`config.mk`:
```
export PLATFORM = sky130hd
export DESIGN_NAME = pbs_front
export DESIGN_NICKNAME = d
export VERILOG_FILES = /design/src/rtl/pbs_pkg.sv /design/src/rtl/pbs_front.sv
export SDC_FILE = /design/constraint.sdc
export NUM_CORES = 1
export LEC_CHECK = 0
export BUFFER_PORTS_ARGS = -buffer_cell sky130_fd_sc_hd__buf_2
export CORE_MARGIN = 2
export CORE_UTILIZATION = 52
export DETAILED_ROUTE_END_ITERATION = 8
export PLACE_DENSITY_LB_ADDON = 0.3
export SLEW_MARGIN = 20
export SYNTH_ARGS = -nofsm -noshare
export SYNTH_HDL_FRONTEND = slang
export SYNTH_SLANG_ARGS = --single-unit
```
`constraint.sdc`:
```
create_clock -name i_clk -period 15.1 [get_ports i_clk]
set_input_delay 2.265 -clock i_clk [delete_from_list [all_inputs] [get_ports i_clk]]
set_output_delay 2.265 -clock i_clk [all_outputs]
set_load 0.02 [all_outputs]
```
`src/rtl/pbs_pkg.sv`:
```
// ----------------------------------------------------------------------------
// pbs_pkg
// Shared types and constants for the per-beat pressure statistics block.
// ----------------------------------------------------------------------------
package pbs_pkg;

    localparam int VALUE_BITS = 24;
    localparam int DT_BITS    = 23;
    localparam int CH_W       = 4;
    localparam int STEP_W     = 16;
    localparam int HR_W       = 16;
    localparam int MET_W      = 40;
    localparam int MIDX_W     = 5;
    localparam int AREA_W     = 64;
    localparam int DUR_W      = 40;
    localparam int PROD_W     = VALUE_BITS + DT_BITS + 1;
    localparam int CFG_W      = 24;
    localparam int CFG_IDX_W  = 1;
    localparam int N_PEAK     = 5;
    localparam int N_AREA     = 7;
    localparam int N_ED       = 2;
    localparam int SLOT_W     = 3;

    // config register indexes
    localparam logic [CFG_IDX_W-1:0] REG_SLOPE_THRESH = 1'b0;
    localparam logic [CFG_IDX_W-1:0] REG_EARLY_LIMIT  = 1'b1;
    localparam logic signed [CFG_W-1:0] SLOPE_RESET = 24'sd5120;
    localparam logic [STEP_W-1:0]       LIMIT_RESET = 16'd200;

    // 5000 mmHg in Q8, clamped to the value range
    localparam longint TROUGH_RAW = 64'sd1280000;
    localparam longint VMAX       = (64'sd1 <<< (VALUE_BITS - 1)) - 64'sd1;
    localparam logic signed [VALUE_BITS-1:0] TROUGH_INIT =
        VALUE_BITS'((TROUGH_RAW > VMAX) ? VMAX : TROUGH_RAW);

    // channel numbers
    localparam logic [CH_W-1:0] CH_ART   = 4'd0;
    localparam logic [CH_W-1:0] CH_LV    = 4'd1;
    localparam logic [CH_W-1:0] CH_RV    = 4'd2;
    localparam logic [CH_W-1:0] CH_RA    = 4'd3;
    localparam logic [CH_W-1:0] CH_LA    = 4'd4;
    localparam logic [CH_W-1:0] CH_VEN   = 4'd5;
    localparam logic [CH_W-1:0] CH_PA    = 4'd6;
    localparam logic [CH_W-1:0] CH_PV    = 4'd7;
    localparam logic [CH_W-1:0] CH_LVOUT = 4'd8;

    localparam logic [STEP_W-1:0] STEP_NEW_BEAT = 16'd1;

    // metric numbers in report order
    localparam logic [MIDX_W-1:0] M_ABP_SYS  = 5'd0;
    localparam logic [MIDX_W-1:0] M_ABP_MEAN = 5'd1;
    localparam logic [MIDX_W-1:0] M_ABP_DIA  = 5'd2;
    localparam logic [MIDX_W-1:0] M_LVP_SYS  = 5'd3;
    localparam logic [MIDX_W-1:0] M_LVP_ED   = 5'd4;
    localparam logic [MIDX_W-1:0] M_LVP_MIN  = 5'd5;
    localparam logic [MIDX_W-1:0] M_RVP_SYS  = 5'd6;
    localparam logic [MIDX_W-1:0] M_RVP_ED   = 5'd7;
    localparam logic [MIDX_W-1:0] M_RVP_MIN  = 5'd8;
    localparam logic [MIDX_W-1:0] M_RA_MEAN  = 5'd9;
    localparam logic [MIDX_W-1:0] M_LA_MEAN  = 5'd10;
    localparam logic [MIDX_W-1:0] M_VEN_MEAN = 5'd11;
    localparam logic [MIDX_W-1:0] M_PAP_SYS  = 5'd12;
    localparam logic [MIDX_W-1:0] M_PAP_MEAN = 5'd13;
    localparam logic [MIDX_W-1:0] M_PAP_DIA  = 5'd14;
    localparam logic [MIDX_W-1:0] M_SV       = 5'd15;
    localparam logic [MIDX_W-1:0] M_CO       = 5'd16;
    localparam logic [MIDX_W-1:0] M_HR       = 5'd17;
    localparam logic [MIDX_W-1:0] M_PVP_MAX  = 5'd18;
    localparam logic [MIDX_W-1:0] M_PVP_MEAN = 5'd19;
    localparam logic [MIDX_W-1:0] M_PVP_MIN  = 5'd20;

    typedef struct packed {
        logic [CH_W-1:0]              channel;
        logic signed [VALUE_BITS-1:0] sample_value;
        logic signed [VALUE_BITS-1:0] sample_slope;
        logic [DT_BITS-1:0]           step_dt;
        logic [STEP_W-1:0]            step_index;
        logic [HR_W-1:0]              heart_rate;
    } t_item;

    typedef struct packed {
        logic [MIDX_W-1:0]       metric_index;
        logic signed [MET_W-1:0] metric_value;
        logic                    last;
    } t_result;

    typedef struct packed {
        logic  report;
        t_item item;
    } t_cmd;

    typedef struct packed {
        logic              en;
        logic [SLOT_W-1:0] idx;
    } t_slot;

    function automatic t_slot peak_slot(input logic [CH_W-1:0] ch);
        t_slot s;
        s = '{en: 1'b1, idx: 3'd0};
        case (ch)
            CH_ART:  s.idx = 3'd0;
            CH_LV:   s.idx = 3'd1;
            CH_RV:   s.idx = 3'd2;
            CH_PA:   s.idx = 3'd3;
            CH_PV:   s.idx = 3'd4;
            default: s.en  = 1'b0;
        endcase
        return s;
    endfunction

    function automatic t_slot area_slot(input logic [CH_W-1:0] ch);
        t_slot s;
        s = '{en: 1'b1, idx: 3'd0};
        case (ch)
            CH_ART:   s.idx = 3'd0;
            CH_RA:    s.idx = 3'd1;
            CH_LA:    s.idx = 3'd2;
            CH_VEN:   s.idx = 3'd3;
            CH_PA:    s.idx = 3'd4;
            CH_PV:    s.idx = 3'd5;
            CH_LVOUT: s.idx = 3'd6;
            default:  s.en  = 1'b0;
        endcase
        return s;
    endfunction

endpackage

```
`src/rtl/pbs_front.sv`:
```
// ----------------------------------------------------------------------------
// pbs_front
// Input side: takes items, drops ignored ones, queues the rest as commands.
// ----------------------------------------------------------------------------
module pbs_front (
    input  logic           i_clk,
    input  logic           i_rst_n,
    input  logic           i_push,
    output logic           o_full,
    input  pbs_pkg::t_item i_item,
    output logic           o_cmd_valid,
    output pbs_pkg::t_cmd  o_cmd,
    input  logic           i_cmd_pop
);
    import pbs_pkg::*;

    localparam int QD = 2;

    t_cmd       r_q [QD];
    logic       r_wp, r_rp;
    logic [1:0] r_cnt;
    logic       w_acc, w_keep, w_report, w_wr, w_rd;

    always_comb begin
        w_report = (i_item.step_index == STEP_NEW_BEAT) && (i_item.channel == CH_ART);
        // other new-beat items and unused channels change nothing
        w_keep   = (i_item.step_index != STEP_NEW_BEAT || w_report) &&
                   (i_item.channel <= CH_LVOUT);
    end

    assign o_full      = (r_cnt == 2'(QD));
    assign o_cmd_valid = (r_cnt != 2'd0);
    assign o_cmd       = r_q[r_rp];
    assign w_acc       = i_push && !o_full;
    assign w_wr        = w_acc && w_keep;
    assign w_rd        = i_cmd_pop && o_cmd_valid;

    always_ff @(posedge i_clk) begin
        if (!i_rst_n) begin
            r_wp  <= 1'b0;
            r_rp  <= 1'b0;
            r_cnt <= 2'd0;
        end else begin
            if (w_wr) begin
                r_wp <= ~r_wp;
            end
            if (w_rd) begin
                r_rp <= ~r_rp;
            end
            r_cnt <= r_cnt + 2'(w_wr) - 2'(w_rd);
        end
    end

    always_ff @(posedge i_clk) begin
        if (w_wr) begin
            r_q[r_wp] <= '{report: w_report, item: i_item};
        end
    end

endmodule

```
==> results of run 1 <==
==> critical path, delay by kind of cell (launching register included) <==
| family | cells | cell delay, ns |
|---|---|---|
| mux | 1 | 0.43 |
| flops | 1 | 0.75 |
| buf+inv | 2 | 0.89 |
==> logic make-up (layout without fill, tap and decap cells) <==
kind of cell,after synthesis,after routing,share of synthesized area
AND/OR/NAND/NOR,27,27,0.0231
buffers and inverters,14,266,0.00893
multiplexers,108,108,0.150
AO/OA/AOI/OAI,3,3,0.00200
XOR/XNOR,3,3,0.00323
other,0,3,0
adder cells (fa/ha/maj),2,2,0.00308
flip-flops,221,221,0.810
==> final cells by class <==
class                           count  area [sq um]  share of cell area
Clock inverter                     14           214              0.0208
Inverter                            2          7.51            0.000730
Tap cell                          211           264              0.0257
Multi-Input combinational cell    143          1480               0.144
Sequential cell                   221          6590               0.641
Clock buffer                       25           583              0.0567
Antenna cell                        3          7.51            0.000730
Timing Repair Buffer              225          1140               0.111
==> stage by stage <==
| stage | utilization | instances | cell area [sq um] | power, mW |
|---|---|---|---|---|
| final | 0.674 | 844 | 10300 | 1.79 |
| after global routing | 0.674 | 842 | 10300 | 1.87 |
| after CTS | 0.674 | 841 | 10300 | 1.81 |
| after detailed placement | 0.621 | 802 | 9480 | 1.22 |
| after global placement | 0.621 | 802 | 9480 | 1.21 |
| after floorplan | - | 378 | 8130 | 1.10 |
==> cell usage after synthesis, types with 3 or more instances <==
cell	count	area [sq um]
nor4_2	3	37.5
edfxtp_1	216	6490
nand2_1	3	11.3
nor2b_1	3	18.8
mux2_2	108	1220
and2_1	3	18.8
buf_2	10	50.1
nand4_1	4	25.0
dfxtp_1	5	100
xnor2_1	3	26.3
==> routing by layer <==
metal  vias to the layer above  share of wire  GRT usage
li1                       1981              -          -
met1                      2082           0.39      0.212
met2                       167           0.51      0.299
met3                        27          0.075     0.0541
met4                         0          0.022     0.0499
met5                         -              0          0
==> placed cells by master (no fill, tap or decap), types with 4 or more instances in the layout <==
master	count
buf_2	220
edfxtp_1	216
mux2_2	108
clkbuf_16	23
bufinv_16	6
clkinv_1	5
buf_4	5
nand4_1	4
dfxtp_1	4
==> flip-flops by register name, indices dropped and copies added (netlist names), named ones only <==
signal	cells
r_rp	1
r_cnt	2
r_q	216
r_wp	1
==> how the worst min path moves through the flow <==
stage | startpoint | to | cells past startpoint
2_1_floorplan | r_rp | register | 2
3_3_place_gp | r_rp | r_rp | 2
3_5_place_dp | r_rp | r_rp | 2
4_1_cts | r_rp | r_rp | 2
5_1_grt | r_rp | r_rp | 2
6_report | r_rp | r_rp | 2
==> where the power goes <==
| group | switching (mW) | internal [mW] | total, mW |
|---|---|---|---|
| sequential | 0.0320 | 0.750 | 0.782 |
| clock | 0.212 | 0.378 | 0.590 |
| combinational | 0.248 | 0.174 | 0.422 |
| total | 0.492 | 1.30 | 1.79 |
==> metrics.cfg, run 1 <==
[outcome]
status=finished clean

[timing]
period_needed_ns=4.89
finClkSkew_ns=0.0108
post-route-period-util=0.324
max_freq_mhz=204
setup-tns-final_ns=0
relSlewSlack=0.445
whs_ns=0.560
tightestPinTransition_ns=0.833
rsz0062_at_grt=no
worst_slack_ns=10.21
slew_viol_final=0
setup_viol=0
hold_violations=0

[setup_path]
worstPathRequired_ns=12.84
cp-endpoint=o_cmd[52]
cp_cell_sequence=buf_4 -> mux2_2 -> buf_2
cp_slowest_stage_delay_ns=0.75
worstPathMaxFanout=62
rr_worst_depth=4
timing.rr.end=r_q[0][96]
r2r_slack_ns=13.09
r2r_start=r_cnt[0]
cp_slowest_cell=dfxtp_4
critPathCaptureType=primary output
path_class=reg2out
arrival_ns=2.63
start_kind=register

[floorplan]
core-area_sq_mm=0.0153
rows=45
boundaryPins=221
start_util=0.533
die_w_um=129
die_area_sq_mm=0.0167
die_y_um=129

[synthesis]
synth_area_per_cell_sq_um=21.5
ys_types=24
synth_async_sr_flop_share=0
syn_area_sq_mm=0.00813
synth_edf_count=216
ys_ff_latch=221
yosys_warnings=0
ys_seq_area_frac=0.810
synth_nets=491
netlist_instances=378
synth-main-ff-cell=edfxtp_1

[place]
port_buffers=220
gp_congestion=0.745
dp_slack_ns=10.68
dpl.hpwl_mm=9.83

[final_layout]
layout-drive-gt1-share=0.594
fill_cells=1036
nNetsFinal=728
area_growth_pct=26.5

[cts]
clk_pin_slew_ns=0.06
cts_max_level=1
cts_setup_buffers=0
hold_buffers=0
cts_tree=yes
root_buffer=clkbuf_16
clock-sinks=221
cts.repair.resized=0
clockBufferDepth=3
insertion_delay_ns=0.49
cts_buffers=22

[power_and_ir_drop]
leakagePower_nw=3.80
vdd_drop_max_mv=0.112
power.density_mw_per_mm2=174

[min_path]
hp-class=reg2reg

[global_route]
grt_pass1_vias=4294
grt_usage=0.173
overflow=0
antenna_found_initial=3
grt_pass1_wl_mm=22.0
grt_max_degree=63

[drt]
drc=0
wl_per_cell_um=17.8
num_vias=4257
dr.pass1.iters=5
drt_iter0_drc=237
ant_nets=0
drt-total-wl_mm=15.0
viasPerCell=5.04

[run]
drv_cap=0

Note: power is estimated with default switching activity, not from simulation.
==> run 2, diff against run 1 <==
CORE_UTILIZATION = 47   (was 52)
clock period = 4.4 ns   (was 15.1 ns; I/O delays follow)
==> run 2 against run 1 <==
Compared with the run above:
- sequential share of layout area rose by 0.19 points
- critical path depth stayed put
- die area grew 10%
- global-route usage decreased by 1.7 points
- cell area decreased by 0.29%
- routed wire length is 0.65% lower
- register-to-register slack worse by 11 ns
- sequential power grew to 3.4 times the previous value
- critical endpoint is now o_cmd[67]
- highest routed layer unchanged
==> metrics.cfg, run 2 (same netlist as run 1, synthesis figures left out) <==
[final_layout]
largest_reg_flops=216
nNetsFinal=729
layout-drive-gt1-share=0.597
fin_cells=858
largest-register=r_q
final_cell_mix=buf_2, edfxtp_1, mux2_2
top_regs=r_q x216, r_cnt x2
layout_commonest_cell=buf_2
area_growth_pct=26.1

[drt]
num_vias=4194
wl_per_cell_um=17.4
drc=0
viasPerCell=4.89
drt-total-wl_mm=14.9
drt_iter0_drc=276
dr.pass1.iters=4
ant_nets=0

[timing]
setup_viol=0
tightestPinTransition_ns=0.767
max_freq_mhz=339
post-route-period-util=0.671
hold_violations=0
whs_ns=0.357
relSlewSlack=0.489
period_needed_ns=2.95
rsz0062_at_grt=no
slew_viol_final=0
finClkSkew_ns=0.00737

[cts]
cts.repair.resized=0
clk_pin_slew_ns=0.06
clock-sinks=221
insertion_delay_ns=0.49
cts_max_level=1
clockBufferDepth=3
cts_buffers=23
cts_setup_buffers=0
root_buffer=clkbuf_16
cts_tree=yes
hold_buffers=0

[floorplan]
die_area_sq_mm=0.0184
core-area_sq_mm=0.0171
boundaryPins=221
rows=48
start_util=0.475
die_w_um=136
die_y_um=136

[global_route]
grt_pass1_vias=4337
grt_usage=0.156
grt_max_degree=58
grt_pass1_wl_mm=22.1
antenna_found_initial=0
overflow=0

[setup_path]
cp_top_family=flip-flops
path_class=reg2out
cp_slowest_stage_delay_ns=0.83
path_depth=3
cp_slowest_cell=dfxtp_4
worstPathRequired_ns=3.74
arrival_ns=2.29
rr_worst_depth=4
worstPathMaxFanout=57
critPathCaptureType=primary output
path_buf_inv=2
start_kind=register
cp_cell_sequence=buf_12 -> mux2_2 -> buf_2

[place]
dp_cells=816
gp_congestion=0.728
dpl.hpwl_mm=9.79
port_buffers=220

[outcome]
status=finished clean

[power_and_ir_drop]
totalPowerFinal_mw=5.95
seq_power_share=0.452
leakagePower_nw=3.77
p_comb_frac=0.245
power.density_mw_per_mm2=580
clkPwrFrac=0.302
vdd_drop_max_mv=0.329
switchingPower_mw=1.69
p_sw_frac=0.285
p_int_mw=4.26

[run]
drv_cap=0

[min_path]
hp-class=in2reg
min_path_cells=1

## run 2: final timing paths
kind,slack (ns),to,startpoint
max reg2reg,2.41,r_q[1][52],r_cnt[0]
min reg2reg,0.55,register,r_rp
min,0.36,r_q[0][43],i_item[43]
max,1.45,o_cmd[67],register
## run 2: power by group through the flow
stage,Sequential [mW],Clock [mW],Combinational [mW]
2_1_floorplan,2.66,0,1.07
3_3_place_gp,2.72,0,1.46
3_5_place_dp,2.74,0,1.48
4_1_cts,2.70,1.86,1.49
5_1_grt,2.72,1.94,1.56
6_report,2.69,1.80,1.46
## run 2: metal layers
| metal | global-route usage | vias to the layer above | part of all wire |
|---|---|---|---|
| li1 | - | 1978 | - |
| met1 | 0.188 | 2038 | 0.39 |
| met2 | 0.282 | 152 | 0.52 |
| met3 | 0.0318 | 26 | 0.073 |
| met4 | 0.0509 | 0 | 0.021 |
| met5 | 0 | - | 0 |
## run 2: stage by stage
step	instance area (sq um)	util	worst slack [ns]	setup TNS (ns)
after floorplan	8170	-	-0.0670	-7.23
after global placement	9540	0.557	1.64	0
after detailed placement	9540	0.557	1.55	0
after CTS	10300	0.599	1.39	0
after global routing	10300	0.599	1.31	0
final	10300	0.599	1.45	0
## run 2: cell type report
| type | count | area [sq um] |
|---|---|---|
| Timing Repair Buffer | 225 | 1150 |
| Fill cell | 1303 | 6860 |
| Clock inverter | 13 | 119 |
| Tap cell | 225 | 282 |
| Clock buffer | 28 | 594 |
| Inverter | 2 | 7.51 |
| Sequential cell | 221 | 6590 |
| Antenna cell | 1 | 2.50 |
| Multi-Input combinational cell | 143 | 1510 |
==> run 3, diff against run 2 <==
CORE_UTILIZATION = 52   (was 47)
clock period = 2.8 ns   (was 4.4 ns; I/O delays follow)
==> run 3 against run 2 <==
Compared with the run above:
- die area fell by 9.3%
- clock power increased by 56%
- register-to-register slack got worse by 1.6 ns
- via count increased by 1.4%
- utilization grew 7.6 points
- flip-flop and latch count did not move
- setup slack got worse by 1.1 ns
- sequential power grew 55%
- sequential share of layout area is 0.28 points lower
- cell count decreased by 1.5%
- clock skew is 0.0026 ns lower
- non-clock buffer count is 2 higher
==> metrics.cfg, run 3 (same netlist as run 1, synthesis figures left out) <==
[final_layout]
top_regs=r_q x216, r_cnt x2
largest_reg_flops=216
fin_cells=845
final_area_sq_mm=0.0103
layout-drive-gt1-share=0.593
seqCellArea_sq_mm=0.00659
fill_cells=1042
area_growth_pct=26.7
final_cell_mix=buf_2, edfxtp_1, mux2_2
multiInputGateArea_sq_mm=0.00151
nNetsFinal=731
layout_commonest_cell=buf_2
final_util=0.675
antenna_cells=0
largest-register=r_q

[power_and_ir_drop]
power.density_mw_per_mm2=909
totalPowerFinal_mw=9.36
leakagePower_nw=3.79
vdd_drop_max_mv=0.651

[cts]
clk_pin_slew_ns=0.06
clockBufferDepth=3
cts.repair.resized=0
clock-sinks=221
hold_buffers=0
insertion_delay_ns=0.48
cts_buffers=23
cts_setup_buffers=0
cts_max_level=1
root_buffer=clkbuf_16
cts_tree=yes

[timing]
max_freq_mhz=413
rsz0062_at_grt=no
finClkSkew_ns=0.00474
setup_viol=0
whs_ns=0.125
relSlewSlack=0.719
hold_violations=0
post-route-period-util=0.865
slew_viol_final=0
period_needed_ns=2.42
setup-tns-final_ns=0
tightestPinTransition_ns=0.422
worst_slack_ns=0.378

[place]
gp_congestion=0.722
dpl.hpwl_mm=9.48
dp_slack_ns=0.243
dp_cells=804
place_area_sq_mm=0.00960
port_buffers=220

[setup_path]
worstPathRequired_ns=2.38
timing.rr.end=r_cnt[1]
path_buf_inv=2
r2r_slack_ns=0.80
worstPathMaxFanout=49
cp_cell_sequence=buf_12 -> mux2_2 -> buf_2
rr_worst_depth=9
start_kind=register
cp_slowest_stage_delay_ns=0.62
cp-endpoint=o_cmd[71]
cp_top_family=flip-flops
critPathCaptureType=primary output
path_depth=3
path_class=reg2out
arrival_ns=2.00
cp_slowest_cell=dfxtp_4
r2r_start=r_cnt[0]

[drt]
dr.pass1.iters=6
drc=0
viasPerCell=5.03
drt_iter0_drc=231
ant_nets=0
num_vias=4253
drt-total-wl_mm=14.5
wl_per_cell_um=17.2

[floorplan]
die_w_um=129
core-area_sq_mm=0.0153
die_area_sq_mm=0.0167
start_util=0.533
die_y_um=129
rows=45
boundaryPins=221

[min_path]
hp-class=in2reg

[global_route]
grt_pass1_wl_mm=21.2
grt_pass1_vias=4264
grt_max_degree=59
grt_usage=0.164
overflow=0
antenna_found_initial=0

[outcome]
status=finished clean

[run]
drv_cap=0

run 3: cell types whose count changed in the layout (fill, tap and decap cells not counted), sizes merged:
cell | before | now
buf | 225 | 227
clkinv | 9 | 11
clkinvlp | 2 | 0
diode | 1 | 0
run 3: worst min path at each step:
| stage | start | endpoint | depth (start not counted) |
|---|---|---|---|
| finish | i_item[81] | r_q[0][81] | 1 |
| global route | i_item[80] | r_q[0][80] | 1 |
| CTS | i_item[81] | r_q[1][81] | 1 |
| detailed placement | r_rp | register | 2 |
| global placement | r_rp | register | 2 |
| floorplan | r_rp | register | 2 |
run 3: where the power goes:
group          total, mW  switching, mW  internal [mW]  leakage (nW)
clock               2.80           1.12           1.68         0.344
combinational       2.39           1.39           1.00          1.42
sequential          4.18          0.139           4.04          2.03
total               9.36           2.65           6.72          3.79
run 3: area by class of cell:
class,instances,area share
clock buffer,28,0.0577
clock inverter,13,0.0103
inverter,2,0.000729
multi-input combinational,143,0.147
sequential,221,0.640
tap,211,0.0256
timing repair buffer,227,0.119
run 3: routing by layer:
layer  up-vias  GRT usage  part of all wire
met5         -          0                 0
met4         0     0.0435             0.012
met3        20     0.0462             0.078
met2       159      0.284              0.50
met1      2082      0.207              0.41
li1       1992          -                 -
