**src/rtl/pbs_pkg.sv**
```systemverilog
// ----------------------------------------------------------------------------
// pbs_pkg
// Shared types and constants for the per-beat pressure statistics block.
// ----------------------------------------------------------------------------
package pbs_pkg;

    localparam int VALUE_BITS = 24;
    localparam int DT_BITS    = 23;
    localparam int CH_W       = 4;
    localparam int STEP_W     = 16;
    localparam int HR_W       = 16;
    localparam int MET_W      = 40;
    localparam int MIDX_W     = 5;
    localparam int AREA_W     = 64;
    localparam int DUR_W      = 40;
    localparam int PROD_W     = VALUE_BITS + DT_BITS + 1;
    localparam int CFG_W      = 24;
    localparam int CFG_IDX_W  = 1;
    localparam int N_PEAK     = 5;
    localparam int N_AREA     = 7;
    localparam int N_ED       = 2;
    localparam int SLOT_W     = 3;

    // config register indexes
    localparam logic [CFG_IDX_W-1:0] REG_SLOPE_THRESH = 1'b0;
    localparam logic [CFG_IDX_W-1:0] REG_EARLY_LIMIT  = 1'b1;
    localparam logic signed [CFG_W-1:0] SLOPE_RESET = 24'sd5120;
    localparam logic [STEP_W-1:0]       LIMIT_RESET = 16'd200;

    // 5000 mmHg in Q8, clamped to the value range
    localparam longint TROUGH_RAW = 64'sd1280000;
    localparam longint VMAX       = (64'sd1 <<< (VALUE_BITS - 1)) - 64'sd1;
    localparam logic signed [VALUE_BITS-1:0] TROUGH_INIT =
        VALUE_BITS'((TROUGH_RAW > VMAX) ? VMAX : TROUGH_RAW);

    // channel numbers
    localparam logic [CH_W-1:0] CH_ART   = 4'd0;
    localparam logic [CH_W-1:0] CH_LV    = 4'd1;
    localparam logic [CH_W-1:0] CH_RV    = 4'd2;
    localparam logic [CH_W-1:0] CH_RA    = 4'd3;
    localparam logic [CH_W-1:0] CH_LA    = 4'd4;
    localparam logic [CH_W-1:0] CH_VEN   = 4'd5;
    localparam logic [CH_W-1:0] CH_PA    = 4'd6;
    localparam logic [CH_W-1:0] CH_PV    = 4'd7;
    localparam logic [CH_W-1:0] CH_LVOUT = 4'd8;

    localparam logic [STEP_W-1:0] STEP_NEW_BEAT = 16'd1;

    // metric numbers in report order
    localparam logic [MIDX_W-1:0] M_ABP_SYS  = 5'd0;
    localparam logic [MIDX_W-1:0] M_ABP_MEAN = 5'd1;
    localparam logic [MIDX_W-1:0] M_ABP_DIA  = 5'd2;
    localparam logic [MIDX_W-1:0] M_LVP_SYS  = 5'd3;
    localparam logic [MIDX_W-1:0] M_LVP_ED   = 5'd4;
    localparam logic [MIDX_W-1:0] M_LVP_MIN  = 5'd5;
    localparam logic [MIDX_W-1:0] M_RVP_SYS  = 5'd6;
    localparam logic [MIDX_W-1:0] M_RVP_ED   = 5'd7;
    localparam logic [MIDX_W-1:0] M_RVP_MIN  = 5'd8;
    localparam logic [MIDX_W-1:0] M_RA_MEAN  = 5'd9;
    localparam logic [MIDX_W-1:0] M_LA_MEAN  = 5'd10;
    localparam logic [MIDX_W-1:0] M_VEN_MEAN = 5'd11;
    localparam logic [MIDX_W-1:0] M_PAP_SYS  = 5'd12;
    localparam logic [MIDX_W-1:0] M_PAP_MEAN = 5'd13;
    localparam logic [MIDX_W-1:0] M_PAP_DIA  = 5'd14;
    localparam logic [MIDX_W-1:0] M_SV       = 5'd15;
    localparam logic [MIDX_W-1:0] M_CO       = 5'd16;
    localparam logic [MIDX_W-1:0] M_HR       = 5'd17;
    localparam logic [MIDX_W-1:0] M_PVP_MAX  = 5'd18;
    localparam logic [MIDX_W-1:0] M_PVP_MEAN = 5'd19;
    localparam logic [MIDX_W-1:0] M_PVP_MIN  = 5'd20;

    typedef struct packed {
        logic [CH_W-1:0]              channel;
        logic signed [VALUE_BITS-1:0] sample_value;
        logic signed [VALUE_BITS-1:0] sample_slope;
        logic [DT_BITS-1:0]           step_dt;
        logic [STEP_W-1:0]            step_index;
        logic [HR_W-1:0]              heart_rate;
    } t_item;

    typedef struct packed {
        logic [MIDX_W-1:0]       metric_index;
        logic signed [MET_W-1:0] metric_value;
        logic                    last;
    } t_result;

    typedef struct packed {
        logic  report;
        t_item item;
    } t_cmd;

    typedef struct packed {
        logic              en;
        logic [SLOT_W-1:0] idx;
    } t_slot;

    function automatic t_slot peak_slot(input logic [CH_W-1:0] ch);
        t_slot s;
        s = '{en: 1'b1, idx: 3'd0};
        case (ch)
            CH_ART:  s.idx = 3'd0;
            CH_LV:   s.idx = 3'd1;
            CH_RV:   s.idx = 3'd2;
            CH_PA:   s.idx = 3'd3;
            CH_PV:   s.idx = 3'd4;
            default: s.en  = 1'b0;
        endcase
        return s;
    endfunction

    function automatic t_slot area_slot(input logic [CH_W-1:0] ch);
        t_slot s;
        s = '{en: 1'b1, idx: 3'd0};
        case (ch)
            CH_ART:   s.idx = 3'd0;
            CH_RA:    s.idx = 3'd1;
            CH_LA:    s.idx = 3'd2;
            CH_VEN:   s.idx = 3'd3;
            CH_PA:    s.idx = 3'd4;
            CH_PV:    s.idx = 3'd5;
            CH_LVOUT: s.idx = 3'd6;
            default:  s.en  = 1'b0;
        endcase
        return s;
    endfunction

endpackage

```
**src/rtl/pbs_outq.sv**
```systemverilog
// ----------------------------------------------------------------------------
// pbs_outq
// Four-entry result queue between the report sequencer and the output port.
// ----------------------------------------------------------------------------
module pbs_outq (
    input  logic             i_clk,
    input  logic             i_rst_n,
    input  logic             i_push,
    input  pbs_pkg::t_result i_res,
    output logic             o_full,
    output logic             o_empty,
    input  logic             i_pop,
    output pbs_pkg::t_result o_res
);
    import pbs_pkg::*;

    localparam int QD = 4;

    t_result    r_q [QD];
    logic [1:0] r_wp, r_rp;
    logic [2:0] r_cnt;
    logic       w_wr, w_rd;

    assign o_full  = (r_cnt == 3'(QD));
    assign o_empty = (r_cnt == 3'd0);
    assign o_res   = r_q[r_rp];
    assign w_wr    = i_push && !o_full;
    assign w_rd    = i_pop && !o_empty;

    always_ff @(posedge i_clk) begin
        if (!i_rst_n) begin
            r_wp  <= '0;
            r_rp  <= '0;
            r_cnt <= '0;
        end else begin
            if (w_wr) begin
                r_wp <= r_wp + 2'd1;
            end
            if (w_rd) begin
                r_rp <= r_rp + 2'd1;
            end
            r_cnt <= r_cnt + 3'(w_wr) - 3'(w_rd);
        end
    end

    always_ff @(posedge i_clk) begin
        if (w_wr) begin
            r_q[r_wp] <= i_res;
        end
    end

endmodule

```
**config.mk**
```make
export PLATFORM = sky130hd
export DESIGN_NAME = pbs_outq
export DESIGN_NICKNAME = d
export VERILOG_FILES = /design/src/rtl/pbs_pkg.sv /design/src/rtl/pbs_outq.sv
export SDC_FILE = /design/constraint.sdc
export NUM_CORES = 1
export LEC_CHECK = 0
export BUFFER_PORTS_ARGS = -buffer_cell sky130_fd_sc_hd__buf_2
export CORE_ASPECT_RATIO = 0.75
export CORE_MARGIN = 1
export CORE_UTILIZATION = 50
export CTS_CLUSTER_DIAMETER = 50
export DETAILED_ROUTE_END_ITERATION = 8
export GPL_TIMING_DRIVEN = 0
export HOLD_SLACK_MARGIN = 0.05
export PLACE_DENSITY = 0.71
export SLEW_MARGIN = 25
export SYNTH_ARGS = -nofsm -noshare
export SYNTH_HDL_FRONTEND = slang
export SYNTH_SLANG_ARGS = --single-unit
```
**constraint.sdc**
```tcl
create_clock -name i_clk -period 3.1 [get_ports i_clk]
set_input_delay 0.93 -clock i_clk [delete_from_list [all_inputs] [get_ports i_clk]]
set_output_delay 0.93 -clock i_clk [all_outputs]
set_load 0.01 [all_outputs]
```
==> flow_summary.json, run 1 <==
{
  "slew_headroom": 0.741,
  "p_total_w": 0.00707,
  "setup_viol": 0,
  "io_pins": 98,
  "die-height_microns": 106,
  "dieArea_sq_um": 14900,
  "synth_fp_nets": 348,
  "crit_chain": "clkbuf_2, buf_2, mux4_2, buf_2",
  "coreArea_sq_um": 13900,
  "dpl.hpwl_mm": 7.43,
  "htree_levels": 4,
  "cts_tree": "done",
  "antenna_left": 0,
  "power_density_nw_per_um2": 819,
  "synth_seq_area_share": 0.794,
  "numCtsBuffers": 17,
  "via_count": 3286,
  "ctsResizeCount": 0,
  "synth-seq-cells": 193,
  "cap_violations": 0,
  "dpl_cell_area_sq_um": 8000,
  "drtIter0Drc": 174,
  "holdCritPathClass": "reg2reg",
  "grt_pass1_wl_mm": 19.1,
  "insertion_delay_ns": 0.42,
  "period_share": 0.898,
  "cp_max_fo": 10,
  "first_pass_iters": 4,
  "cts_hold_buffers": 0,
  "arrival_ns": 1.85,
  "final_common_cell": "edfxtp_1",
  "clock_sinks": 193,
  "synth_area_per_cell_sq_um": 24.7,
  "cts_buffer_depth": 2,
  "critPathTopFamily": "buffers and inverters",
  "ys_warn_count": 0,
  "fmax_mhz": 359,
  "p_leak_nw": 2.96,
  "crit_slowest_cell": "mux4_2",
  "grt_max_degree": 43,
  "clock_skew_ns": 0.0143,
  "place_congestion": 0.690,
  "grt_usage": 0.179,
  "min_period_ns": 2.78,
  "async_reset_ff_frac": 0,
  "peakVddDrop_uv": 457,
  "start_util": 0.517,
  "cts_setup_buffers": 0,
  "start_kind": "register",
  "crit_top_cell": "buf_2",
  "port_buffers": 96,
  "maxSlewViolCount": 0,
  "area_growth_syn_to_layout_pct": 20.1,
  "diodes": 0,
  "synthFlopType": "edfxtp_1",
  "grt_pass1_vias": 3521,
  "grt_overflow_total": 0,
  "std_cell_rows": 37,
  "wirelength_mm": 12.1,
  "wire_per_inst_microns": 20.3,
  "path_buf_inv": 3,
  "hold_violations": 0,
  "worstMarginPinSlew_ns": 0.389,
  "syn-instance-count": 291,
  "design_area_sq_um": 8630,
  "max_stage_delay_ns": 0.37,
  "worst_setup_path_end_kind": "primary output",
  "netlist_area_sq_um": 7190,
  "synth_edf_count": 184,
  "drive_above_1_share": 0.442,
  "critPathRequiredTime_ns": 2.17,
  "antenna_found_initial": 0,
  "drcViolationCount": 0,
  "status": "completed",
  "root_buffer": "clkbuf_16",
  "via_per_inst": 5.49,
  "rsz0062_at_grt": "false",
  "synth_cell_type_count": 23,
  "final_cell_mix": "edfxtp_1, buf_2, mux4_2",
  "die_w_microns": 140,
  "setup.worst_path.class": "reg2out",
  "path_clk_slew_ns": 0.06,
  "nNetsFinal": 467
}
==> worst register-to-register path, stage by stage, from the launching register on <==
cell     delay, ns
dfxtp_1       0.33
nor3b_2       0.16
nor2b_1       0.10
buf_2         0.19
inv_1         0.06
ha_1          0.28
inv_1         0.04
ha_1          0.18
fa_1          0.37
xnor2_1       0.15
xnor2_1       0.13
and2_1        0.15
==> worst paths after layout <==
| path | from | to | slack (ns) | cells after the start |
|---|---|---|---|---|
| max reg2reg | r_cnt[2]$_SDFF_PN0_ | r_cnt[2]$_SDFF_PN0_ | 0.84 | 11 |
| min | r_rp[1]$_SDFFE_PN0P_ | register | 0.48 | 2 |
| min reg2reg | r_rp[1]$_SDFFE_PN0P_ | register | 0.48 | 2 |
| max | register | o_res[24] | 0.32 | 4 |
==> layout make-up <==
cell class / instances / area, sq um
well taps: 175 / 219
repair buffers: 100 / 583
clock buffers: 19 / 433
fillers: 1004 / 5260
clock inverters: 13 / 198
flip-flops and latches: 193 / 5710
inverters: 6 / 22.5
plain buffers: 12 / 125
multi-input cells: 80 / 1340
==> stage by stage <==
stage | hold WS, ns | setup WS, ns | cells | util | setup TNS [ns]
floorplan | 0.456 | 0.375 | 291 | - | 0
finish | 0.483 | 0.317 | 598 | 0.621 | 0
CTS | 0.490 | 0.279 | 598 | 0.621 | 0
global placement | 0.470 | -0.603 | 562 | 0.568 | -107.24
global route | 0.526 | 0.240 | 598 | 0.621 | 0
detailed placement | 0.480 | 0.296 | 566 | 0.576 | 0
==> synth_stat cells, types with 3 or more instances <==
cell type | number | area, sq um
and2_1 | 7 | 43.8
buf_12 | 4 | 80.1
buf_2 | 5 | 25.0
dfxtp_1 | 9 | 180
edfxtp_1 | 184 | 5530
ha_1 | 6 | 75.1
inv_1 | 6 | 22.5
mux4_1 | 6 | 158
mux4_2 | 40 | 901
nand2_1 | 6 | 22.5
o21ai_0 | 3 | 15.0
==> registers in the layout, summed over array words and instances, names as in the netlist, named ones only <==
signal  count
r_cnt       3
r_q       184
r_rp        2
r_wp        2
==> layer usage <==
| layer | vias to the layer above | track usage | wire (microns) |
|---|---|---|---|
| met5 | - | 0 | 0 |
| met4 | 0 | 0.0738 | 150 |
| met3 | 15 | 0.0536 | 801 |
| met2 | 108 | 0.290 | 6030 |
| met1 | 1708 | 0.228 | 5160 |
| li1 | 1455 | - | - |
==> where the power goes <==
| group | internal [W] | total [W] | leakage (nW) | switching (W) |
|---|---|---|---|---|
| Combinational | 0.000769 | 0.00153 | 0.899 | 0.000757 |
| Clock | 0.00137 | 0.00231 | 0.297 | 0.000941 |
| Sequential | 0.00316 | 0.00323 | 1.76 | 0.0000739 |
==> cells by family after synthesis <==
family / share of synthesized area
AND/OR/NAND/NOR: 0.0165
AO/OA/AOI/OAI: 0.00313
adder cells (fa/ha/maj): 0.0132
buffers and inverters: 0.0205
flip-flops: 0.794
multiplexers: 0.150
XOR/XNOR: 0.00244
Power figures use the tool's default switching activity.
==> inputs of run 2 (changes only) <==
Settings changed: CORE_ASPECT_RATIO 0.75 to not set, CTS_CLUSTER_DIAMETER 50 to not set.
==> run 2 against run 1 <==
Against the previous run: highest routed layer unchanged; via count fell by 2.4%; non-clock buffer count unchanged; setup slack improved by 0.0029 ns; first-iteration DRC count up 59%; largest cell class unchanged.
==> flow_summary.json, run 2 (synthesized netlist as in run 1, its figures left out) <==
{
  "status": "completed",
  "cts_buffer_depth": 2,
  "holdCritPathClass": "reg2reg",
  "pre_cts_slack_ns": 0.283,
  "cp_max_fo": 10,
  "final_cell_mix": "edfxtp_1, buf_2, mux4_2",
  "dpl_cell_area_sq_um": 7980,
  "crit_slowest_cell": "mux4_2",
  "port_buffers": 96,
  "drcViolationCount": 0,
  "grt_pass1_vias": 3405,
  "rsz0062_at_grt": "false",
  "root_buffer": "clkbuf_16",
  "grt_max_degree": 36,
  "fin_ws_ns": 0.320,
  "largest_register_ff_count": 184,
  "maxSlewViolCount": 0,
  "max_stage_delay_ns": 0.37,
  "p_leak_nw": 2.92,
  "place_congestion": 0.719,
  "grt_pass1_wl_mm": 18.0,
  "dpl.hpwl_mm": 7.11,
  "fmax_mhz": 360,
  "clock_skew_ns": 0.00561,
  "start_util": 0.516,
  "critPathRequiredTime_ns": 2.17,
  "area_growth_syn_to_layout_pct": 19.0,
  "via_per_inst": 5.32,
  "ctsResizeCount": 0,
  "power_density_nw_per_um2": 795,
  "wirelength_mm": 11.6,
  "crit_chain": "clkbuf_2, buf_2, mux4_2, buf_2",
  "die_w_microns": 122,
  "setup_viol": 0,
  "finalSetupTns_ns": 0,
  "htree_levels": 4,
  "nNetsFinal": 467,
  "regMostFlops": "r_q",
  "io_pins": 98,
  "std_cell_rows": 43,
  "coreArea_sq_um": 13900,
  "hold_violations": 0,
  "start_kind": "register",
  "crit_top_cell": "buf_2",
  "antenna_left": 0,
  "wire_per_inst_microns": 19.2,
  "clock_sinks": 193,
  "dieArea_sq_um": 14900,
  "cts_tree": "done",
  "grt_overflow_total": 0,
  "drive_above_1_share": 0.440,
  "final_common_cell": "edfxtp_1",
  "slew_headroom": 0.738,
  "drtIter0Drc": 276,
  "via_count": 3206,
  "cts_setup_buffers": 0,
  "reg.largest.list": "r_q (184), r_cnt (3)",
  "arrival_ns": 1.85,
  "worst_setup_path_end_kind": "primary output",
  "path_clk_slew_ns": 0.06,
  "grt_usage": 0.171,
  "cts_hold_buffers": 0,
  "period_share": 0.897,
  "worstMarginPinSlew_ns": 0.393,
  "die-height_microns": 122,
  "first_pass_iters": 4,
  "peakVddDrop_uv": 371,
  "insertion_delay_ns": 0.42,
  "cap_violations": 0,
  "design_area_sq_um": 8550,
  "setup.worst_path.class": "reg2out",
  "diodes": 0,
  "antenna_found_initial": 0,
  "numCtsBuffers": 17,
  "min_period_ns": 2.78
}
## run 2: path summary, 6_finish.rpt
kind	from	end	cells after the start	slack [ns]
setup / recovery	register	o_res[3]	4	0.32
hold / removal	r_wp[1]$_SDFFE_PN0P_	r_wp[1]$_SDFFE_PN0P_	2	0.51
setup reg to reg	r_cnt[2]$_SDFF_PN0_	r_cnt[2]$_SDFF_PN0_	11	0.82
hold reg to reg	r_wp[1]$_SDFFE_PN0P_	r_wp[1]$_SDFFE_PN0P_	2	0.51
## run 2: report_power, final
part / total, W / leakage, nW / internal, W / switching [W]
sequential: 0.00323 / 1.76 / 0.00316 / 0.0000700
combinational: 0.00150 / 0.890 / 0.000759 / 0.000738
clock: 0.00207 / 0.268 / 0.00118 / 0.000897
## run 2: worst max-delay path, delay by kind of cell, from the launching register on
kind / cells / cell delay [ns]
buf+inv: 3 / 0.75
flops: 1 / 0.30
mux: 1 / 0.37
## run 2: final cells by class
class                   count  area, sq um
flip-flops and latches    193         5710
fillers                  1016         5390
multi-input cells          80         1340
repair buffers            100          561
clock buffers              17          425
well taps                 180          225
clock inverters            15          143
plain buffers              12          125
inverters                   6         22.5
## run 2: through the flow
stage	hold slack, ns	utilization	total power (W)	cells
2_1_floorplan	0.456	-	0.00428	291
4_1_cts	0.511	0.614	0.00690	603
5_1_grt	0.528	0.614	0.00710	603
3_5_place_dp	0.503	0.573	0.00483	571
3_3_place_gp	0.475	0.566	0.00477	567
6_report	0.507	0.614	0.00680	603
## run 2: layer usage
metal | vias to the layer above | global-route usage | share of wire
met1 | 1646 | 0.220 | 0.43
met3 | 17 | 0.0595 | 0.060
met4 | 0 | 0.0648 | 0.015
li1 | 1457 | - | -
met2 | 86 | 0.269 | 0.50
met5 | - | 0 | 0
==> inputs of run 3 (changes only) <==
Settings changed: ABC_AREA set to 1.
==> run 3 against run 2 <==
Against the previous run: cell count grew 38%; via count grew 45%; synthesized cell count grew 76%; die area increased by 1.6%; critical path type unchanged; combinational power is 22% higher; routed wire length rose by 38%; non-clock buffer count up 22.
==> flow_summary.json, run 3 <==
{
  "cts_setup_buffers": 0,
  "critPathTopFamily": "buffers and inverters",
  "holdCritPathClass": "reg2reg",
  "worstMarginPinSlew_ns": 0.574,
  "place_congestion": 0.718,
  "diodes": 0,
  "worst_setup_path_end_kind": "primary output",
  "sw_frac_of_total": 0.295,
  "synth_area_per_cell_sq_um": 14.2,
  "fin_ws_ns": 0.195,
  "critPathRequiredTime_ns": 2.17,
  "maxSlewViolCount": 0,
  "fmax_mhz": 344,
  "cts_buffer_depth": 2,
  "pre_cts_slack_ns": 0.459,
  "status": "completed",
  "power_density_nw_per_um2": 843,
  "final_common_cell": "edfxtp_1",
  "ctsResizeCount": 0,
  "grt_pass1_vias": 4580,
  "drtIter0Drc": 408,
  "dieArea_sq_um": 15100,
  "slew_headroom": 0.617,
  "start_kind": "register",
  "min_period_ns": 2.90,
  "drcViolationCount": 0,
  "start_util": 0.520,
  "async_reset_ff_frac": 0,
  "cp_max_fo": 10,
  "peakVddDrop_uv": 664,
  "whs_ns": 0.504,
  "grt_overflow_total": 0,
  "die_w_microns": 123,
  "grt_usage": 0.223,
  "port_buffers": 97,
  "synth-seq-cells": 193,
  "regMostFlops": "r_q",
  "cts_tree": "done",
  "p_int_w": 0.00528,
  "die-height_microns": 123,
  "hold_violations": 0,
  "rsz0062_at_grt": "false",
  "arrival_ns": 1.97,
  "synth_area_leader_cell": "edfxtp_1",
  "synth_fp_nets": 570,
  "clock_sinks": 193,
  "insertion_delay_ns": 0.43,
  "first_pass_iters": 5,
  "grt_pass1_wl_mm": 23.9,
  "synth_edf_count": 184,
  "largest_register_ff_count": 184,
  "via_count": 4661,
  "p_leak_nw": 3.21,
  "nNetsFinal": 694,
  "combPwrFrac": 0.245,
  "netlist_area_sq_um": 7300,
  "root_buffer": "clkbuf_16",
  "cts_hold_buffers": 0,
  "final_cell_mix": "edfxtp_1, buf_2, nor2_1",
  "antenna_left": 0,
  "std_cell_rows": 43,
  "dpl.hpwl_mm": 10.0,
  "ys_warn_count": 0,
  "path_buf_inv": 3,
  "crit_chain": "buf_4, clkbuf_1, o21ai_0, o22ai_1, buf_2",
  "clock_skew_ns": 0.00713,
  "clkPwrFrac": 0.321,
  "crit_slowest_cell": "clkbuf_1",
  "htree_levels": 4,
  "path_clk_slew_ns": 0.07,
  "drive_above_1_share": 0.243,
  "synth_cell_type_count": 18,
  "synthFlopType": "edfxtp_1",
  "yosysTopAreaCellShare": 0.756,
  "wire_per_inst_microns": 19.3,
  "synth_common_cells": "edfxtp_1, nor2_1, o21ai_0",
  "numCtsBuffers": 17,
  "antenna_found_initial": 0,
  "synth_seq_area_share": 0.781,
  "io_pins": 98,
  "nFillCells": 1041,
  "grt_max_degree": 22,
  "syn-instance-count": 513,
  "switching_power_w": 0.00221,
  "period_share": 0.937,
  "via_per_inst": 5.62,
  "p_seq_frac": 0.434,
  "max_stage_delay_ns": 0.42,
  "setup_viol": 0,
  "yosysMostFrequentCell": "edfxtp_1",
  "reg.largest.list": "r_q (184), r_cnt (3)",
  "area_growth_syn_to_layout_pct": 21.6,
  "coreArea_sq_um": 14000,
  "cap_violations": 0,
  "setup.worst_path.class": "reg2out",
  "wirelength_mm": 16.0,
  "synth_area_leaders": "edfxtp_1, nor2_1, o21ai_0"
}
-- run 3: cell types whose count changed after synthesis, sizes merged, moves of 2 or more --
cell / delta
mux2i: -2
xnor2: -2
inv: +12
o21ai: +89
a21oi: +5
o22ai: +46
clkbuf: +9
nor2: +104
mux4: -46
nor2b: -2
nand3: +4
buf: +8
and2: -7
nand2: +8
-- run 3: metal layers --
| layer | track usage | share of wire | up-vias |
|---|---|---|---|
| met3 | 0.0520 | 0.055 | 10 |
| met2 | 0.376 | 0.52 | 147 |
| li1 | - | - | 2154 |
| met1 | 0.282 | 0.42 | 2350 |
| met4 | 0.0755 | 0.0092 | 0 |
| met5 | 0 | 0 | - |
-- run 3: power groups by stage --
| stage | Combinational [W] | Clock, W | Sequential (W) |
|---|---|---|---|
| 5_1_grt | 0.00202 | 0.00251 | 0.00327 |
| 2_1_floorplan | 0.00105 | 0 | 0.00330 |
| 3_5_place_dp | 0.00184 | 0 | 0.00331 |
| 4_1_cts | 0.00185 | 0.00243 | 0.00325 |
| 6_report | 0.00183 | 0.00240 | 0.00325 |
| 3_3_place_gp | 0.00168 | 0 | 0.00333 |
-- run 3: cell families after synthesis --
family / after synthesis / share of synthesized area
DFF: 193 / 0.781
buffers and inverters: 48 / 0.0367
AOI/OAI and AO/OA: 143 / 0.106
adders and majority gates: 7 / 0.0130
and+or+nand+nor: 122 / 0.0634
-- run 3: worst reg2reg max path: cells and delay by family, from the launching register on --
family | cells | cell delay, ns
fa+ha+maj | 3 | 0.97
simple gates | 6 | 0.75
flops | 1 | 0.37
buf+inv | 1 | 0.04
-- run 3: path summary, 6_finish.rpt --
check,start,end,slack (ns),cells after the start
setup / recovery,register,o_res[18],0.20,5
hold / removal,r_rp[0]$_SDFFE_PN0P_,r_rp[0]$_SDFFE_PN0P_,0.50,2
setup reg to reg,r_cnt[1]$_SDFF_PN0_,r_cnt[2]$_SDFF_PN0_,0.92,10
hold reg to reg,r_rp[0]$_SDFFE_PN0P_,r_rp[0]$_SDFFE_PN0P_,0.50,2
-- run 3: final cells by class --
type,instances,area (sq um),area share
Inverter,19,71.3,0.00803
Buffer,29,196,0.0221
Multi-Input combinational cell,272,1360,0.153
Clock inverter,14,225,0.0254
Timing Repair Buffer,105,668,0.0752
Sequential cell,193,5710,0.642
Clock buffer,18,429,0.0483
Tap cell,180,225,0.0254
-- run 3: through the flow --
stage / cell area, sq um / power (W) / setup TNS, ns / cells / utilization
final: 8880 / 0.00749 / 0 / 830 / 0.633
after global routing: 8880 / 0.00780 / 0 / 830 / 0.633
after CTS: 8880 / 0.00753 / 0 / 830 / 0.633
after detailed placement: 8230 / 0.00514 / 0 / 798 / 0.586
after global placement: 8020 / 0.00501 / -364.99 / 790 / 0.571
after floorplan: 7300 / 0.00435 / -60.91 / 513 / -
